<file path="src/hw/rtl/sfd_pkg.sv">
// Shared types and constants for the serial frame decoder.
// No dependencies; imported by every other file in hw/rtl.
package sfd_pkg;

	localparam logic [7:0] SYNC_FIRST  = 8'h55;
	localparam logic [7:0] SYNC_SECOND = 8'hAA;
	localparam logic [7:0] MIN_LENGTH  = 8'd9;

	localparam logic [7:0]  MAX_LENGTH_RESET   = 8'h50;
	localparam logic [15:0] DATA_COMMAND_RESET = 16'h800B;

	// body byte counts at which the command bytes and the first payload byte arrive
	localparam logic [7:0] CMD_HIGH_POS  = 8'd6;
	localparam logic [7:0] CMD_LOW_POS   = 8'd7;
	localparam logic [7:0] PAYLOAD_START = 8'd8;

	localparam int CFG_INDEX_W = 2;
	localparam int CFG_DATA_W  = 16;
	localparam logic [CFG_INDEX_W-1:0] REG_MAX_LENGTH   = 2'd0;
	localparam logic [CFG_INDEX_W-1:0] REG_DATA_COMMAND = 2'd1;

	localparam logic KIND_PAYLOAD = 1'b0;
	localparam logic KIND_END     = 1'b1;

	typedef struct packed {
		logic        kind;
		logic [7:0]  payload_byte;
		logic [15:0] command;
		logic        to_data_channel;
		logic        frame_ok;
		logic [7:0]  payload_length;
	} result_t;

endpackage

</file>
<file path="src/hw/rtl/sfd_parser.sv">
// Frame hunt state machine: sync, length check, command capture and XOR check.
// Depends on sfd_pkg for constants and the result_t type.
module sfd_parser (
	input  logic                  clk,
	input  logic                  arst_n,
	input  logic                  go,
	input  logic [7:0]            rx_byte,
	input  logic [7:0]            max_length,
	input  logic [15:0]           data_command,
	output logic                  res_valid,
	output sfd_pkg::result_t      res
);
	import sfd_pkg::*;

	localparam logic [1:0] PH_HUNT   = 2'd0;
	localparam logic [1:0] PH_SYNC2  = 2'd1;
	localparam logic [1:0] PH_LENGTH = 2'd2;
	localparam logic [1:0] PH_BODY   = 2'd3;

	logic [1:0]  phase_q, phase_d;
	logic [7:0]  frame_length_q, frame_length_d;
	logic [7:0]  byte_position_q, byte_position_d;
	logic [7:0]  running_xor_q, running_xor_d;
	logic [15:0] current_command_q, current_command_d;

	logic [7:0] k;
	logic [7:0] xor_next;
	logic       is_end;

	assign k        = byte_position_q + 8'd1;
	assign xor_next = running_xor_q ^ rx_byte;
	assign is_end   = (k == frame_length_q - 8'd1);

	always_comb begin
		phase_d           = phase_q;
		frame_length_d    = frame_length_q;
		byte_position_d   = byte_position_q;
		running_xor_d     = running_xor_q;
		current_command_d = current_command_q;
		res_valid         = 1'b0;
		res.kind            = KIND_PAYLOAD;
		res.payload_byte    = 8'd0;
		res.command         = current_command_q;
		res.to_data_channel = (current_command_q == data_command);
		res.frame_ok        = 1'b0;
		res.payload_length  = frame_length_q - MIN_LENGTH;
		unique case (phase_q)
			PH_HUNT: begin
				if (rx_byte == SYNC_FIRST) phase_d = PH_SYNC2;
			end
			PH_SYNC2: begin
				if (rx_byte == SYNC_SECOND) begin
					phase_d = PH_LENGTH;
				end else if (rx_byte != SYNC_FIRST) begin
					phase_d         = PH_HUNT;
					byte_position_d = 8'd0;
				end
			end
			PH_LENGTH: begin
				if (rx_byte < MIN_LENGTH || rx_byte > max_length) begin
					phase_d         = PH_HUNT;
					byte_position_d = 8'd0;
				end else begin
					frame_length_d    = rx_byte;
					running_xor_d     = rx_byte;
					byte_position_d   = 8'd0;
					current_command_d = 16'd0;
					phase_d           = PH_BODY;
				end
			end
			PH_BODY: begin
				byte_position_d = k;
				running_xor_d   = xor_next;
				if (is_end) begin
					res_valid       = 1'b1;
					res.kind        = KIND_END;
					res.frame_ok    = (xor_next == 8'd0);
					phase_d         = PH_HUNT;
					byte_position_d = 8'd0;
				end else if (k == CMD_HIGH_POS) begin
					current_command_d = {rx_byte, current_command_q[7:0]};
				end else if (k == CMD_LOW_POS) begin
					current_command_d = {current_command_q[15:8], rx_byte};
				end else if (k >= PAYLOAD_START) begin
					res_valid        = 1'b1;
					res.payload_byte = rx_byte;
				end
			end
			default: phase_d = PH_HUNT;
		endcase
		if (!go) res_valid = 1'b0;
	end

	always_ff @(posedge clk or negedge arst_n) begin
		if (!arst_n) begin
			phase_q           <= PH_HUNT;
			frame_length_q    <= 8'd0;
			byte_position_q   <= 8'd0;
			running_xor_q     <= 8'd0;
			current_command_q <= 16'd0;
		end else if (go) begin
			phase_q           <= phase_d;
			frame_length_q    <= frame_length_d;
			byte_position_q   <= byte_position_d;
			running_xor_q     <= running_xor_d;
			current_command_q <= current_command_d;
		end
	end

endmodule

</file>
<file path="src/hw/rtl/sfd_out_queue.sv">
// Two-entry result queue that decouples the parser from a stalling receiver.
// Depends on sfd_pkg for result_t.
module sfd_out_queue (
	input  logic             clk,
	input  logic             arst_n,
	input  logic             push,
	input  sfd_pkg::result_t push_data,
	input  logic             pop_ready,
	output logic             pop_valid,
	output sfd_pkg::result_t pop_data,
	output logic             full
);
	import sfd_pkg::*;

	result_t    entry_q [2];
	logic       wr_ptr_q;
	logic       rd_ptr_q;
	logic [1:0] count_q;
	logic       pop;

	assign pop_valid = (count_q != 2'd0);
	assign full      = (count_q == 2'd2);
	assign pop       = pop_valid && pop_ready;
	assign pop_data  = entry_q[rd_ptr_q];

	always_ff @(posedge clk) begin
		if (push) entry_q[wr_ptr_q] <= push_data;
	end

	always_ff @(posedge clk or negedge arst_n) begin
		if (!arst_n) begin
			wr_ptr_q <= 1'b0;
			rd_ptr_q <= 1'b0;
			count_q  <= 2'd0;
		end else begin
			if (push) wr_ptr_q <= ~wr_ptr_q;
			if (pop) rd_ptr_q <= ~rd_ptr_q;
			case ({push, pop})
				2'b10:   count_q <= count_q + 2'd1;
				2'b01:   count_q <= count_q - 2'd1;
				default: count_q <= count_q;
			endcase
		end
	end

endmodule

</file>
<file path="src/hw/rtl/serial_frame_decoder.sv">
// Top level of the serial frame decoder: input register, config registers,
// parser and result queue. Depends on sfd_pkg, sfd_parser, sfd_out_queue.
//
// Usage:
//   Input channel (in_valid/in_ready, rx_byte) takes one received byte per
//   transaction. Output channel (out_valid/out_ready) gives payload results
//   (kind=0) as frame bytes 10.. arrive, and one end result (kind=1) at the
//   check byte carrying frame_ok and payload_length. Drop a frame's payload
//   when its end result shows frame_ok=0.
//   A byte accepted passes through the input register, then the parser into
//   the result queue. Throughput: one byte per cycle while the queue has
//   room, set by the parser update between input register and queue.
//   Receiver stall: the two-entry queue absorbs results; in_ready falls once
//   the queue is full and the input register holds a byte.
//   Reset: hunt state cleared, max_length=80, data_command=0x800B, queue
//   empty. Write cfg_we/cfg_index/cfg_data only while idle; indexes beyond
//   the register list are ignored.
module serial_frame_decoder (
	input  logic                            clk,
	input  logic                            arst_n,
	input  logic                            cfg_we,
	input  logic [sfd_pkg::CFG_INDEX_W-1:0] cfg_index,
	input  logic [sfd_pkg::CFG_DATA_W-1:0]  cfg_data,
	input  logic                            in_valid,
	output logic                            in_ready,
	input  logic [7:0]                      rx_byte,
	output logic                            out_valid,
	input  logic                            out_ready,
	output logic                            kind,
	output logic [7:0]                      payload_byte,
	output logic [15:0]                     command,
	output logic                            to_data_channel,
	output logic                            frame_ok,
	output logic [7:0]                      payload_length
);
	import sfd_pkg::*;

	logic [7:0]  max_length_q;
	logic [15:0] data_command_q;
	logic        valid_s1;
	logic [7:0]  byte_s1;
	logic        q_full;
	logic        go;
	logic        res_valid;
	result_t     res;
	result_t     out_res;

	always_ff @(posedge clk or negedge arst_n) begin
		if (!arst_n) begin
			max_length_q   <= MAX_LENGTH_RESET;
			data_command_q <= DATA_COMMAND_RESET;
		end else if (cfg_we) begin
			unique case (cfg_index)
				REG_MAX_LENGTH:   max_length_q   <= cfg_data[7:0];
				REG_DATA_COMMAND: data_command_q <= cfg_data;
				default: ;
			endcase
		end
	end

	// advance the held byte whenever the queue has room
	assign go       = valid_s1 && !q_full;
	assign in_ready = !valid_s1 || !q_full;

	always_ff @(posedge clk or negedge arst_n) begin
		if (!arst_n) begin
			valid_s1 <= 1'b0;
		end else if (in_valid && in_ready) begin
			valid_s1 <= 1'b1;
		end else if (go) begin
			valid_s1 <= 1'b0;
		end
	end

	always_ff @(posedge clk) begin
		if (in_valid && in_ready) byte_s1 <= rx_byte;
	end

	sfd_parser u_parser (
		.clk          (clk),
		.arst_n       (arst_n),
		.go           (go),
		.rx_byte      (byte_s1),
		.max_length   (max_length_q),
		.data_command (data_command_q),
		.res_valid    (res_valid),
		.res          (res)
	);

	sfd_out_queue u_queue (
		.clk       (clk),
		.arst_n    (arst_n),
		.push      (res_valid),
		.push_data (res),
		.pop_ready (out_ready),
		.pop_valid (out_valid),
		.pop_data  (out_res),
		.full      (q_full)
	);

	assign kind            = out_res.kind;
	assign payload_byte    = out_res.payload_byte;
	assign command         = out_res.command;
	assign to_data_channel = out_res.to_data_channel;
	assign frame_ok        = out_res.frame_ok;
	assign payload_length  = out_res.payload_length;

	a_end_no_byte: assert property (@(posedge clk) disable iff (!arst_n)
		out_valid && kind == KIND_END |-> payload_byte == 8'd0)
		else $error("end result carries a payload byte");

	a_payload_not_ok: assert property (@(posedge clk) disable iff (!arst_n)
		out_valid && kind == KIND_PAYLOAD |-> !frame_ok)
		else $error("payload result flagged frame_ok");

	a_stall_holds_byte: assert property (@(posedge clk) disable iff (!arst_n)
		!in_ready |-> valid_s1 && !out_ready |=> valid_s1)
		else $error("input stage lost a byte during stall");

	a_push_has_room: assert property (@(posedge clk) disable iff (!arst_n)
		res_valid |-> !q_full)
		else $error("result pushed into a full queue");

endmodule
</file>
<file path="config.mk">
export PLATFORM = sky130hd
export DESIGN_NAME = serial_frame_decoder
export DESIGN_NICKNAME = d
export VERILOG_FILES = /design/src/hw/rtl/sfd_pkg.sv /design/src/hw/rtl/sfd_parser.sv /design/src/hw/rtl/sfd_out_queue.sv /design/src/hw/rtl/serial_frame_decoder.sv
export SDC_FILE = /design/constraint.sdc
export NUM_CORES = 1
export LEC_CHECK = 0
export BUFFER_PORTS_ARGS = -buffer_cell sky130_fd_sc_hd__buf_4
export CORE_MARGIN = 2
export CORE_UTILIZATION = 50
export CTS_CLUSTER_SIZE = 28
export DETAILED_ROUTE_END_ITERATION = 7
export HOLD_SLACK_MARGIN = 0.1
export PLACE_DENSITY = 0.69
export SLEW_MARGIN = 5
export SYNTH_ARGS = -nofsm -noshare
export SYNTH_HDL_FRONTEND = slang
export SYNTH_SLANG_ARGS = --single-unit
</file>
<file path="constraint.sdc">
create_clock -name clk -period 11.78 [get_ports clk]
set_input_delay 1.178 -clock clk [delete_from_list [all_inputs] [get_ports clk]]
set_output_delay 1.178 -clock clk [all_outputs]
set_load 0.02 [all_outputs]
</file>
### Word-level counts from Yosys, hierarchy flattened

Memories as Yosys holds them, arrays and structs flattened.
Cells that the tools add are included.
W data, S select, Z words.

* memories kept: 1
* word-level logic and storage cells: 109
* input port bits: 31
* bits in registers: 79
* output and inout bits: 37
* memory bits (writable): 70

* multiplexer cells: 36
* bitwise operators: 4
* eq/ne operators: 24
* reductions and logical operators: 23
* add/subtract/negate cells: 5
* order comparisons: 3

Memories
* u_queue.entry_q: words 2, bits a word 35, read ports 1, clocked after Yosys merged registers in 0, write ports 1, line sfd_out_queue.sv:15 `result_t entry_q [2];`

Operators with widths (count)
* $mux W8: 9
* $mux W16: 3
* $pmux W16 S2: 1
* $pmux W8 S3: 1
* $eq A16 B16 Y1: 1
* $eq A8 B3 Y1 const B: 2
* $pmux W8 S2: 1
* $mux W1: 13
* $mux W2: 5
* $ne A2 B1 Y1 const B: 5
* $mux W9: 1
* $add A8 B1 Y8 const B: 1
* $eq A2 B2 Y1 const B: 4
* $eq A8 B7 Y1 const B: 1
* $eq A8 B8 Y1: 1
* $eq A8 B8 Y1 const B: 1
* $ge A8 B4 Y1 const B: 1
* $gt A8 B8 Y1: 1
* $logic_not A8 Y1: 1
* $lt A8 B4 Y1 const B: 1
* $ne A2 B2 Y1 const B: 4
* $ne A8 B7 Y1 const B: 1
* $pmux W2 S4: 1
* $reduce_and A4 Y1: 2
* 19 further kinds: 33

### Logic depth before layout (Yosys ltp)

Gate-level depths: netlist of run 1.

* word-level depth: 10
* depth in mapped cells: 12
* gate-level depth less buffers: 12

### By module

A second synthesis of run 1 with hierarchy kept.

* cells, all modules: 515
* area, all modules: 7116.8 um^2

Modules (own cells, without submodules)
* sfd_parser: cells each 325, instances 1, area an instance 3024.2 um^2, seq. area each 1051.0 um^2
* sfd_out_queue: cells each 126, instances 1, area an instance 2876.5 um^2, seq. area each 2202.1 um^2
* serial_frame_decoder: cells each 64, instances 1, area an instance 1216.2 um^2, seq. area each 873.3 um^2

### Least setup slack after synthesis of run 1

No wires, ideal clock.

* path type: reg-to-reg
* from: register u_parser.byte_position_q[0]
* to: memory u_queue.entry_q[0][0] (netlist name), enable pin
* buffers on the path: 0
* required time: 11353 ps
* slack: 7710 ps
* setup time: 427 ps
* period minus slack after synthesis: 4070 ps
* arrival time: 3643 ps
* stages on the path, launching flop included: 9
* cell sequence: dfrtp_1 ha_1 nand3_1 nor3_1 a211o_1 nand4b_1 nor3_2 o21bai_1 nor2_1

* longest elaborated chain between the ends: 10
* elaborated cells between the ends (all ways): 13
* those cells by class: add/sub (1); order compare (1); eq/ne (3); mux (8)

Ends and longest elaborated chain
* start: declaration: line sfd_parser.sv:22 `logic [7:0] byte_position_q, byte_position_d;`
* start signal: assignment: line sfd_parser.sv:104 `byte_position_q <= byte_position_d;`
* $add A8 B1 Y8 (*): line sfd_parser.sv:30 `assign k = byte_position_q + 8'd1;`
* $ge A8 B4 Y1: line sfd_parser.sv:84 `end else if (k >= PAYLOAD_START) begin`
* $mux W1: line sfd_parser.sv:84
* $mux W1: line sfd_parser.sv:82 `end else if (k == CMD_LOW_POS) begin`
* $mux W1: line sfd_parser.sv:80 `end else if (k == CMD_HIGH_POS) begin`
* $mux W1 (*): line sfd_parser.sv:74 `if (is_end) begin`
* $mux W1 (*): line sfd_parser.sv:47 `unique case (phase_q)`
* $mux W1 (*): line sfd_parser.sv:91 `if (!go) res_valid = 1'b0;`
* $mux W1 (*): line sfd_out_queue.sv:27 `if (push) entry_q[wr_ptr_q] <= push_data;`
* $mux W1 (implied by the code) (*): line sfd_out_queue.sv:27
* end: declaration: line sfd_out_queue.sv:15

Every way passes the cells marked *; elsewhere a longest branch is shown, timed or not.

### Final worst setup path of run 1

* from: register u_parser.byte_position_q[0]
* to: memory u_queue.entry_q[1][9] (netlist name), enable pin

Same word-level chain as after synthesis.

==> key figures, run 1 <==
Synthesis
  • Adder-cell area share of the yosys netlist: roughly 2.4%
  • Synth top area share: approximately a third
  • Syn avg cell area: between 10 and 15 um2
  • Ys Warns: 0
  • Post-synthesis cell count: roughly 530
  • Main combinational cell family by area after synthesis: simple AND/OR/NAND/NOR gates
  • Multiplexer share of the synthesized area: 9.92%
  • Asr flop ratio synth: a little under half
  • Top cell type by total area after synthesis: edfxtp_1
  • Seq/Total Area, Yosys: ~60%
  • Primary FF master, synth: edfxtp_1
  • Synth unique cells: between 50 and 60
  • Seq cells post-synth: roughly 150
  • Post-synth net total: 575
  • Simple-Gate Fraction of Synth Area: between 10% and 20%
  • Synth Area in Compound Gates: about 8.0%
  • Synth top area cells: edfxtp_1 34%, dfrtp_1 24%, mux2_2 9.6%, xnor2_1 3.7%, xor2_1 2.7%
  • EDFF count, synth: a little under 80
  • Post-synthesis xor/xnor area fraction: about 6.3%
  • Netlist Area Pre-Place: a little under 7000 um2

STA
  • Hold slack: 0.473 ns
  • Setup Skew: 0.00447 ns
  • Crit share post-route: 33.8%
  • Worst-margin pin slew: between 1 and 1.5 ns
  • FMAX: between 200 and 300 MHz
  • Final setup vio count: 0
  • Total negative slack: 0 ns
  • Relative max-transition margin: a little under a quarter
  • RSZ-0062 raised after global routing: false
  • Final Hold Fails: 0
  • Final min period: about 4 ns
  • Final Max Tran Viols: 0

Power
  • Peak VDD IR: between 0.00009 and 0.0001 V
  • Pwr per Cell Area: around 170 nW/um2
  • P_leak: between 0.003 and 0.004 uW
  • Pwr Total: between 1000 and 1500 uW

Layout
  • Ant diodes: 0
  • Final Net Count: 641
  • Commonest non-fill, non-tap cells in the layout: 78 x edfxtp_1, 71 x buf_4, 65 x dfrtp_1, 59 x mux2_2, 33 x inv_1
  • Area Growth Syn to Fin: 18.2%
  • Commonest non-fill, non-tap cell in the layout: edfxtp_1
  • Final core utilization: 61.1%
  • Design Area, Final: around 8200 um2
  • Layout cells sized above 1: 28.5%

Clock network
  • Clock Sinks: approximately 150
  • Post-CTS resize count: 0
  • Hold Buf Count CTS: 0
  • CTS tree: yes
  • CTS Buf Count: 17
  • Clock-pin slew on the worst setup and hold paths: 0.06 ns
  • H-tree levels: 4
  • CTS root buf: clkbuf_16
  • # Post-CTS Setup Buffers: 0
  • Worst skew pair latency: around 0.43 ns
  • CTS Buffer Depth: 2

Global route
  • Met3 Use GR: 5.69%
  • First-pass GRT wire length: approximately 23 mm
  • Total track usage: around a fifth
  • Initial antenna violation count: 0
  • Vias in the first global route: 4348
  • Met2 GRT Util: around a third
  • Gr busiest metal: met2
  • Global-route congestion overflow total: 0
  • Largest net degree at the start of global routing: 72
  • GR Util met1: 27.6%

Floorplanning
  • Core area: 13300 um2
  • Rows: between 40 and 50
  • Ports: just under 70
  • Die width: about 120 um
  • Initial Util: between 50 and 60%
  • Die Outline Area: ~15000 um2
  • Die Ht: around 120 um

Routing
  • Antenna viol nets, final: 0
  • Drt via density: around 5.5
  • DR vias: roughly 4300
  • Number of DRC markers in iteration 0: roughly 340
  • Wirelength, routed: 13.9 mm
  • Routed len/inst: approximately 18 um
  • Drt drc: 0
  • First-pass DRT Iterations: 5

Critical path
  • CP Cell Sequence: ha_1, nand3_1, nor3_1, a211o_1, nand4b_1, nor3_2, o21bai_1, nor2_2, buf_4
  • Crit Path Class: reg2reg
  • CP arrival: just over 4 ns
  • Cell family with most CP delay: simple AND/OR/NAND/NOR gates
  • Critical path's largest stage delay: 0.89 ns
  • Critical Path RT: roughly 12 ns
  • Logic depth of the worst path, buffers included: 9
  • Critical-path top delay cell: nor3_2
  • Worst Setup Start Kind: flop
  • CP max FO: 35
  • Setup crit end kind: flop
  • Buf/Inv on CP: 1
  • Path depth of the worst reg2reg path: 9

Place
  • Placed inst area: about 7500 um2
  • Hpwl dp: between 9 and 10 mm
  • Port bufs: 67
  • Final Wtd Congestion: about 0.87

Run status
  • Status: finished clean

Min path
  • Worst hold stages: 1
  • Hold/Removal Path Class: reg2reg

Job
  • MaxCap Viol Count: 0
[per-stage QoR]
step	setup WS, ns	instances
2_1_floorplan	7.71	531
3_3_place_gp	8.01	754
3_5_place_dp	7.85	754
4_1_cts	7.84	786
5_1_grt	7.55	786
6_report	7.80	786
[cell families after synthesis]
group,count (synthesis)
adder cells (fa/ha/maj),13
multiplexers,61
AO/OA/AOI/OAI,77
XOR/XNOR,50
buffers and inverters,57
flip-flops,149
AND/OR/NAND/NOR,124
[registers in the layout, indices dropped and copies added, names as in the netlist]
register and count:
byte_s1 8, data_command_q 16, max_length_q 8, u_parser.byte_position_q 8
u_parser.current_command_q 16, u_parser.frame_length_q 8, u_parser.phase_q 2, u_parser.running_xor_q 8
u_queue.count_q 2, u_queue.entry_q 70, u_queue.rd_ptr_q 1, u_queue.wr_ptr_q 1
valid_s1 1
[where the power goes]
group / leakage (uW) / switching, uW / internal [uW] / total, uW
Clock: 0.000294 / 198 / 351 / 549
Combinational: 0.00128 / 107 / 93.7 / 200
Sequential: 0.00155 / 39.1 / 581 / 621
[routing by layer]
| metal | vias to the layer above | routed length [um] |
|---|---|---|
| li1 | 2073 | - |
| met4 | 0 | 275 |
| met5 | - | 0 |
| met3 | 24 | 661 |
| met1 | 2100 | 6400 |
| met2 | 107 | 6620 |
[final timing paths]
kind,startpoint,end,slack (ns)
max,u_parser.byte_position_q[0],u_queue.entry_q[1][9],7.80
min,u_queue.rd_ptr_q,u_queue.rd_ptr_q,0.47
max reg2reg,u_parser.byte_position_q[0],u_queue.entry_q[1][9],7.80
min reg2reg,u_queue.rd_ptr_q,u_queue.rd_ptr_q,0.47
max in group asynchronous,arst_n,u_parser.byte_position_q[2],10.32
min in group asynchronous,arst_n,data_command_q[6],0.88
[cells in the mapped netlist, drive strengths merged (6+ instances only)]
| library cell | number |
|---|---|
| o21ai | 22 |
| ha | 13 |
| nand4 | 9 |
| dfrtp | 65 |
| mux2 | 59 |
| o31ai | 8 |
| nor2b | 11 |
| xor2 | 21 |
| dfstp | 6 |
| clkbuf | 16 |
| xnor2 | 29 |
| nor2 | 11 |
| o22ai | 9 |
| a22o | 16 |
| buf | 8 |
| nand3 | 9 |
| nor3 | 10 |
| nor4 | 15 |
| inv | 33 |
| nand2 | 28 |
| edfxtp | 78 |
| a21oi | 9 |
[final cells by class]
type / instances / area, um2
Timing Repair Buffer: 71 / 533
Tap cell: 176 / 220
Clock inverter: 8 / 121
Multi-Input combinational cell: 325 / 2540
Clock buffer: 24 / 483
Fill cell: 1079 / 5200
Sequential cell: 149 / 4130
Inverter: 33 / 124
[worst register-to-register path: cells and delay by family, from the launching register on]
family	cells	cell delay [ns]
simple gates	5	1.82
compound gates	2	0.57
flops	1	0.46
buf+inv	1	0.41
fa+ha+maj	1	0.34
Power figures use the tool's default switching activity.
==> run 2, diff against run 1 <==
- clock period: 11.78 -> 4.05 ns (I/O delays scaled with it)
==> run 2 against run 1 <==
  * Worst hold slack lost 0.35 ns
  * First-iteration DRC count decreased by 22%
  * Fmax up 24%
  * Largest cell class unchanged
  * Largest power group unchanged
  * Highest routed layer unchanged
==> key figures, run 2 (synthesis results as in run 1) <==
STA
  • Final Max Tran Viols: 0 (unchanged)
  • Final Hold Fails: 0 (unchanged)
  • Crit share post-route: 79.3% (+46 points)
  • RSZ-0062 raised after global routing: false
  • Total negative slack: 0 ns (unchanged)
  • Relative max-transition margin: 39.3% (+16 points)
  • Final min period: 3.21 ns (-0.766 ns)
  • Setup Skew: 0.0113 ns (+0.00680 ns)
  • Final setup vio count: 0 (unchanged)
  • FMAX: 312 MHz (+24%)
  • Worst-margin pin slew: 0.910 ns (-0.224 ns)

Power
  • Pwr per Cell Area: 471 nW/um2 (+180%)
  • Comb power frac: 15.4% (+0.8 points)
  • P_leak: 0.00321 uW (+2.8%)
  • Peak VDD IR: 0.000235 V (+150%)
  • Switch Pwr: 1030 uW (+200%)
  • Flop pwr share: 47.2% (+1.9 points)
  • Pwr Total: 3820 uW (+180%)
  • Switching Fraction: 27.0% (+1.9 points)
  • Clk pwr share: 37.4% (-2.7 points)
  • Internal Power: 2790 uW (+170%)

Routing
  • First-pass DRT Iterations: 5 (unchanged)
  • Wirelength, routed: 14.4 mm (+2.9%)
  • Number of DRC markers in iteration 0: 265 (-22%)
  • Drt drc: 0 (unchanged)
  • Routed len/inst: 18.2 um (+2.7%)
  • Antenna viol nets, final: 0 (unchanged)
  • Drt via density: 5.60 (+2.2%)
  • DR vias: 4412 (+2.5%)

Clock network
  • H-tree levels: 4 (unchanged)
  • CTS Buffer Depth: 2 (unchanged)
  • CTS tree: yes
  • Clock Sinks: 149 (unchanged)
  • # Post-CTS Setup Buffers: 0 (unchanged)
  • Worst skew pair latency: 0.43 ns (about the same)
  • CTS root buf: clkbuf_16
  • CTS Buf Count: 17 (unchanged)
  • Hold Buf Count CTS: 0 (unchanged)
  • Post-CTS resize count: 0 (unchanged)
  • Clock-pin slew on the worst setup and hold paths: 0.06 ns (about the same)

Critical path
  • CP max FO: 11 (-69%)
  • Crit Path Class: reg2reg
  • Worst Setup Start Kind: flop
  • Reg2Reg Launch Point: u_parser.byte_position_q[2]
  • Critical path's largest stage delay: 0.75 ns (-0.14 ns)
  • Cell family with most CP delay: compound AO/OA/AOI/OAI gates
  • CP arrival: 3.55 ns (-0.50 ns)
  • Critical-path top delay cell: a2111oi_4
  • Flop-to-flop setup slack: 0.84 ns (-6.96 ns)
  • Critical Path RT: 4.39 ns (-7.46 ns)
  • Buf/Inv on CP: 1 (unchanged)
  • Setup crit end kind: flop
  • CP Cell Sequence: and3_1, and2_4, or3_4, a2111oi_4, inv_1, o21bai_1, ha_1, nor2_1, xor2_1
  • CP startpoint: u_parser.byte_position_q[2]

Global route
  • Total track usage: 20.9% (+0.23 points)
  • Initial antenna violation count: 0 (unchanged)
  • Global-route congestion overflow total: 0 (unchanged)
  • Largest net degree at the start of global routing: 72 (unchanged)
  • Vias in the first global route: 4278 (-1.6%)
  • First-pass GRT wire length: 22.9 mm (+1.2%)

Layout
  • Final Net Count: 643 (+0.31%)
  • Biggest regs: u_queue.entry_q x70, data_command_q x16, u_parser.current_command_q x16
  • Design Area, Final: 8100 um2 (-0.63%)
  • Post-Layout Cell Count: 788 (+0.25%)
  • Layout cells sized above 1: 28.8% (+0.23 points)
  • Ant diodes: 0 (unchanged)
  • Number of flip-flops under the largest register name: 70 (unchanged)
  • Commonest non-fill, non-tap cell in the layout: edfxtp_1
  • Final core utilization: 60.7% (-0.38 points)
  • Commonest non-fill, non-tap cells in the layout: 78 x edfxtp_1, 73 x buf_4, 65 x dfrtp_1, 59 x mux2_2, 33 x inv_1
  • Biggest register: u_queue.entry_q
  • Area Growth Syn to Fin: 17.4%

Place
  • DP Cell Count: 756 (+0.27%)
  • Final Wtd Congestion: 0.877 (+1.2%)
  • Hpwl dp: 9.93 mm (+3.7%)
  • Port bufs: 67 (unchanged)
  • Placed inst area: 7560 um2 (+0.20%)

Floorplanning
  • Die width: 121 um (unchanged)
  • Die Outline Area: 14800 um2 (unchanged)
  • Initial Util: 51.7% (unchanged)
  • Rows: 42 (unchanged)
  • Core area: 13300 um2 (unchanged)
  • Ports: 68 (unchanged)
  • Die Ht: 121 um (unchanged)

Job
  • MaxCap Viol Count: 0 (unchanged)

Min path
  • Hold/Removal Path Class: in2async

Run status
  • Status: finished clean
## run 2: cell type report
type / instances / area, um2
tap: 176 / 220
clock inverter: 10 / 72.6
clock buffer: 22 / 465
timing repair buffer: 73 / 548
fill: 1071 / 5250
multi-input combinational: 325 / 2540
sequential: 149 / 4130
inverter: 33 / 124
## run 2: power by group through the flow
stage | clock [uW] | combinational, uW | sequential (uW)
after floorplan | 0 | 460 | 1770
after global placement | 0 | 579 | 1820
after detailed placement | 0 | 592 | 1830
after CTS | 1450 | 596 | 1800
after global routing | 1530 | 647 | 1810
final | 1430 | 588 | 1800
## run 2: worst paths after layout
path / to / depth (start not counted)
min in group clk: byte_s1[1] / 1
worst min register to register: u_queue.rd_ptr_q / 1
worst max register to register: u_queue.count_q[1] / 9
max in group asynchronous: u_parser.frame_length_q[2] / 1
worst max-delay path: u_queue.count_q[1] / 9
worst min-delay path: data_command_q[6] / 1
## run 2: stage by stage
stage	hold slack, ns	setup WS [ns]
after floorplan	0.109	-0.0203
after global placement	0.462	0.986
after detailed placement	0.489	0.892
after CTS	0.146	0.853
after global routing	0.138	0.571
final	0.120	0.840
## run 2: metal layers
metal,global-route usage (%),up-vias,routed length (um)
li1,-,2066,-
met2,31.2,127,6790
met3,5.73,21,864
met4,7.47,0,216
met5,0,-,0
met1,29.6,2198,6480
